===== src/design/trd_pkg.sv =====
// ----------------------------------------------------------------------------
// trd_pkg: shared types and constants of the triangle depth rasterizer
// Store geometry, datapath widths, action and register codes, sequencer
// states, the bundles passed between the rasterizer's units and helper functions.
// ----------------------------------------------------------------------------
`default_nettype none

package trd_pkg;

    // Store geometry
    localparam int MAX_WIDTH  = 256;
    localparam int MAX_HEIGHT = 256;
    localparam int PIXELS     = MAX_WIDTH * MAX_HEIGHT;
    localparam int PIX_AW     = $clog2(PIXELS);

    // Field widths
    localparam int CRD_W   = 16;
    localparam int DEPTH_W = 24;
    localparam int COLOR_W = 24;
    localparam int DIM_W   = 9;

    // Datapath widths
    localparam int BOX_W   = 14;   // whole-pixel coordinates after floor / ceil
    localparam int DIFF_W  = CRD_W + 1;
    localparam int STEP_W  = DIFF_W + 5;
    localparam int EDGE_W  = 37;
    localparam int AREA_W  = 36;
    localparam int LO_W    = 18;
    localparam int MAC_A_W = DEPTH_W + 1;
    localparam int MAC_B_W = EDGE_W - LO_W;
    localparam int PROD_W  = MAC_A_W + MAC_B_W;
    localparam int ACC_W   = 64;
    localparam int Q_W     = DEPTH_W;

    localparam logic signed [DEPTH_W-1:0] DEPTH_MIN = {1'b1, {(DEPTH_W-1){1'b0}}};
    localparam logic [COLOR_W-1:0]        BG_RESET  = 24'hF2F5F6;
    localparam logic [DIM_W-1:0]          DIM_RESET = DIM_W'(256);

    typedef enum logic [1:0] {
        ACT_CLEAR = 2'd0,
        ACT_DRAW  = 2'd1,
        ACT_READ  = 2'd2
    } act_t;

    typedef enum logic [1:0] {
        CFG_WIDTH  = 2'd0,
        CFG_HEIGHT = 2'd1,
        CFG_BG     = 2'd2
    } cfg_t;

    typedef enum logic [3:0] {
        S_CLEAR,
        S_IDLE,
        S_RD_ADDR,
        S_RD_OUT,
        S_BOX,
        S_AREA,
        S_AREA_CHK,
        S_EDGE0,
        S_EDGE1,
        S_EDGE_END,
        S_PIX,
        S_DEPTH,
        S_DIV_GO,
        S_DIV_WAIT,
        S_WRITE
    } state_t;

    // One operation for the shared multiply-accumulate unit
    typedef struct packed {
        logic                       valid;
        logic                       clear;
        logic                       sub;
        logic                       hi;
        logic signed [MAC_A_W-1:0]  a;
        logic signed [MAC_B_W-1:0]  b;
    } mac_op_t;

    // Access to the pixel store
    typedef struct packed {
        logic                       we;
        logic [PIX_AW-1:0]          addr;
        logic [COLOR_W-1:0]         color;
        logic signed [DEPTH_W-1:0]  depth;
    } pix_req_t;

    function automatic logic signed [CRD_W-1:0] min3(
        input logic signed [CRD_W-1:0] a,
        input logic signed [CRD_W-1:0] b,
        input logic signed [CRD_W-1:0] c
    );
        logic signed [CRD_W-1:0] m;
        m = (a < b) ? a : b;
        return (m < c) ? m : c;
    endfunction

    function automatic logic signed [CRD_W-1:0] max3(
        input logic signed [CRD_W-1:0] a,
        input logic signed [CRD_W-1:0] b,
        input logic signed [CRD_W-1:0] c
    );
        logic signed [CRD_W-1:0] m;
        m = (a > b) ? a : b;
        return (m > c) ? m : c;
    endfunction

    function automatic logic [PIX_AW-1:0] pix_index(
        input logic [BOX_W-1:0] x,
        input logic [BOX_W-1:0] y
    );
        return PIX_AW'(y * MAX_WIDTH + x);
    endfunction

endpackage

`default_nettype wire


===== src/design/trd_divider.sv =====
// ----------------------------------------------------------------------------
// trd_divider: iterative signed-by-unsigned divider
// Restoring division, one quotient bit per cycle, truncated toward zero.
// The quotient magnitude is known to fit Q_W bits.
// ----------------------------------------------------------------------------
`default_nettype none

module trd_divider
    import trd_pkg::*;
(
    input  wire logic                       aclk,
    input  wire logic                       aresetn,
    input  wire logic                       start,
    input  wire logic signed [ACC_W-1:0]    num,
    input  wire logic [AREA_W-1:0]          den,
    output logic                            done,
    output logic signed [Q_W-1:0]           quot
);

    localparam int CNT_W = $clog2(Q_W);

    logic [ACC_W-1:0] rem_reg;
    logic [ACC_W-1:0] dsh_reg;
    logic [Q_W-1:0]   q_reg;
    logic             neg_reg;
    logic             busy_reg;
    logic             done_reg;
    logic [CNT_W-1:0] cnt_reg;

    // Control: count the quotient bits
    always_ff @(posedge aclk) begin
        if (!aresetn) begin
            busy_reg <= 1'b0;
            done_reg <= 1'b0;
            cnt_reg  <= '0;
        end else begin
            done_reg <= 1'b0;
            if (start) begin
                busy_reg <= 1'b1;
                cnt_reg  <= CNT_W'(Q_W - 1);
            end else if (busy_reg) begin
                if (cnt_reg == '0) begin
                    busy_reg <= 1'b0;
                    done_reg <= 1'b1;
                end else begin
                    cnt_reg <= cnt_reg - 1'b1;
                end
            end
        end
    end

    // Datapath: compare, subtract and shift
    always_ff @(posedge aclk) begin
        if (start) begin
            neg_reg <= num[ACC_W-1];
            rem_reg <= num[ACC_W-1] ? ACC_W'(-num) : ACC_W'(num);
            dsh_reg <= ACC_W'(den) << (Q_W - 1);
            q_reg   <= '0;
        end else if (busy_reg) begin
            if (rem_reg >= dsh_reg) begin
                rem_reg <= rem_reg - dsh_reg;
                q_reg   <= {q_reg[Q_W-2:0], 1'b1};
            end else begin
                q_reg   <= {q_reg[Q_W-2:0], 1'b0};
            end
            dsh_reg <= dsh_reg >> 1;
        end
    end

    assign done = done_reg;
    assign quot = neg_reg ? -$signed(q_reg) : $signed(q_reg);

endmodule

`default_nettype wire


===== config.mk =====
export PLATFORM = sky130hd
export DESIGN_NAME = trd_divider
export DESIGN_NICKNAME = d
export VERILOG_FILES = /design/src/design/trd_pkg.sv /design/src/design/trd_divider.sv
export SDC_FILE = /design/constraint.sdc
export NUM_CORES = 1
export LEC_CHECK = 0
export ABC_AREA = 1
export BUFFER_PORTS_ARGS = -buffer_cell sky130_fd_sc_hd__buf_2
export CAP_MARGIN = 20
export CORE_MARGIN = 2
export CORE_UTILIZATION = 40
export CTS_BUF_LIST = sky130_fd_sc_hd__clkbuf_8
export DETAILED_ROUTE_END_ITERATION = 12
export SYNTH_ARGS = -nofsm -noshare
export SYNTH_HDL_FRONTEND = slang
export SYNTH_SLANG_ARGS = --single-unit
export TNS_END_PERCENT = 50

===== constraint.sdc =====
create_clock -name aclk -period 4.6 [get_ports aclk]
set_input_delay 0.23 -clock aclk [delete_from_list [all_inputs] [get_ports aclk]]
set_output_delay 0.23 -clock aclk [all_outputs]
set_load 0.005 [all_outputs]

==> metrics.md <==
| Metric | Value |
|---|---|
| Worst setup EP type | register |
| Crit-path max FO | 39 |
| Root Buffer Master | clkbuf_8 |
| Count leader, synth | nand2_1 |
| Hpwl dp | 43.77 mm |
| Rows | 69 |
| Worst vdd ir | 0.2077 mV |
| Critical path's most frequent cell | nand2_1 |
| Avg Cell Area, Syn | 5.872 sq um |
| Vias per cell | 5.099 |
| Initial Util | 0.4061 |
| Share of cells above drive strength 1 | 0.07631 |
| Register area share after synthesis | 0.2848 |
| Mapped Cells | 2460 |
| Period Utilization, post-route | 0.7200 |
| Clock Power Share | 0.206 |
| Clk buf depth | 2 |
| Rel. slew slack | 0.4436 |
| Comb power frac | 0.474 |
| Measured slew at the worst slew-check pin | 0.8346 ns |
| Syn. warnings | 0 |
| Hold Fails Final Rpt | 0 |
| Power per cell area | 333.6 nW/um^2 |
| Die X-Extent | approximately 190 um |
| Core box area | about 36000 sq um |
| Drt pass-1 iters | 7 |
| Worst Setup SP | rem_reg[0]$_DFFE_PP_ |
| Ys flop type | edfxtp_1 |
| Synth top area share | 0.2287 |
| Crit-path max cell delay | about 0.44 ns |
| Iter 0 DRT Violations | 1502 |
| Pre-CTS setup slack | approximately 1.3 ns |
| Critical path type | reg2reg |
| Net Switching | 2.483 mW |
| Slowest-stage cell, CP | fa_1 |
| Max Clock Freq | 301.9 MHz |
| Min-delay src | den[34] |
| Setup TNS | 0 ns |
| I/O pins | 128 |
| CP Cell Sequence | inv_1, ha_1, inv_1, fa_1, nand3_1, nand3_1, nand2_1, nand2_1, nand2_1, nand2_1, nand2_1, nand3_1, nand2_1, nand2_1, nand2_1, nand2_2, buf_12 |
| Clock slew at reported path FFs | 0.09 ns |
| Largest cells by area after synthesis | nand2_1 (23%), edfxtp_1 (21%), inv_1 (13%) |
| Clock latency at the later pin of the worst-skew pair | 0.52 ns |
| Die area | 37650 sq um |
| Synthesis-to-finish area growth | 13.14% |
| H-tree levels | 4 |
| Leading area contributor after synthesis | nand2_1 |
| Share of total power in sequential cells | 0.319 |
| First-pass GRT wire length | 82.41 mm |
| Fillcell total | 3911 |
| Type of origin of the critical path | register |
| R2R Setup Slk | 1.29 ns |
| Reg area | 4114 sq um |
| Number of synthesized flops with an enable pin | roughly 100 |
| RSZ-0062 raised after global routing | no |
| Nets | 2775 |
| CP arrival | 3.56 ns |
| Die Y-Extent | 194.0 um |
| Final Worst Setup Slack | ~1.3 ns |
| Largest register FFs | 64 |
| Clock skew | 0.01879 ns |
| Synthesis-stage register bit count | about 160 |
| Status | finished clean |
| Largest net degree at the start of global routing | 71 |
| Final slew viol count | 0 |
| Worst hold slack | approximately 0.026 ns |
| Via count of the first global-routing pass | 14.68k |
| Total CTS buffers | 17 |
| Most common library cells after synthesis | nand2_1 (880), inv_1 (491), nor2_1 (256), nand3_1 (144), o21ai_0 (132) |
| Final Critical Period | 3.312 ns |
| Syn Std Cell Area | 14450 sq um |
| Worst EP required | 4.85 ns |
| Antenna diodes | 0 |
| Vias after detailed routing | between 15k and 20k |
| Avg WL per Cell | 17.32 um |
| Final setup vio count | 0 |
| Syn nets | 2627 |
| Max_cap viols | 0 |
| Library cells used by synthesis | 43 |
| Remaining global-route overflow | 0 |
| Sw Share | 0.4553 |
| Initial antenna violation count | 1 |
| Final Wtd Congestion | between 0.9 and 1 |
| IO buf count | between 100 and 150 |
| Worst hold path class | in2reg |
| Residual DRC | 0 |
| Worst r2r src | rem_reg[0]$_DFFE_PP_ |
| GRT Total Usage | 0.2838 |
| Final wirelength | around 53 mm |
| TritonCTS clock tree | yes |
| CTS resizes | 0 |
| Ys async rst share | 0 |
| LEAKAGE | 8.618 nW |
| Clk sink count | 155 |
| Multi-input gate area | between 8000 and 9000 sq um |
| Internal | 2.970 mW |
| Final ANT Viol Nets | 0 |
-- cells by family (layout without fill, tap and decap cells) --
kind of cell               Yosys count  after routing  share of synthesized area
DFF                                155            155                     0.2848
AOI/OAI and AO/OA                  301            301                     0.1124
and+or+nand+nor                   1373           1373                     0.3896
xor gates and xnor gates            26             26                    0.01576
adders and majority gates           64             64                    0.05596
buffers and inverters              541            702                     0.1414
-- through the flow --
step                      total power, mW    util  cells  area [sq um]
after global routing                5.868  0.4595   3082         16340
after floorplan                     3.465       -   2460         14450
after CTS                           5.443  0.4595   3082         16340
after detailed placement            4.281  0.4377   3013         15570
after global placement              4.263  0.4377   3013         15570
final                               5.453  0.4595   3082         16340
-- layer usage --
| metal | GRT usage | wire (um) |
|---|---|---|
| met1 | 0.4096 | 25420 |
| met2 | 0.4347 | 22740 |
| met3 | 0.03235 | 3460 |
| met4 | 0.1063 | 1753 |
| met5 | 0 | 0 |
-- repair_timing --
item                      in CTS  in global routing
buffers inserted               0                  0
hold endpoints to repair      37                  0
hold buffers                  37                  0
-- layout by cell type, fill, tap and decap left out, drive strengths merged --
cell type and n:
clkinv 4, fa 1, xnor2 1, inv 507, nand3b 4, edfxtp 101
o31ai 4, o32ai 1, o211ai 2, a31oi 1, nand2 883, clkbuf 18
nor2 264, nand3 148, nor3 30, bufinv 2, dfxtp 54, buf 134
xor2 25, and2 2, nor3b 2, nand4 33, or2 3, and3 1
o22ai 47, o21bai 1, a21oi 96, ha 63, o21ai 149, nor4 3
dlygate4sd3 37
-- critical path, delay by kind of cell (launching register included) --
family	cells	cell delay, ns
simple gates	12	1.51
fa+ha+maj	2	0.60
buf+inv	3	0.54
flops	1	0.38
-- cell type report --
cell class / count / share of cell area
Multi-Input combinational cell: 1764 / 0.5073
Inverter: 499 / 0.1146
Sequential cell: 155 / 0.2517
Clock inverter: 14 / 0.009493
Clock buffer: 18 / 0.01516
Timing Repair Buffer: 171 / 0.06645
Tap cell: 461 / 0.03529
-- final timing paths --
| path | depth (start not counted) | to |
|---|---|---|
| worst min-delay path | 3 | dsh_reg[57]$_DFFE_PP_ |
| worst max-delay path | 17 | rem_reg[6]$_DFFE_PP_ |
| worst max register to register | 17 | rem_reg[6]$_DFFE_PP_ |
| worst min register to register | 2 | dsh_reg[0]$_SDFFE_PP0P_ |
-- power groups by stage --
stage	Clock (mW)	Sequential [mW]	Combinational (mW)
after floorplan	0	1.75	1.71
after global placement	0	1.77	2.50
after detailed placement	0	1.77	2.51
after CTS	1.16	1.74	2.54
after global routing	1.21	1.76	2.90
final	1.12	1.74	2.59
Note: power is estimated with default switching activity, not from simulation.
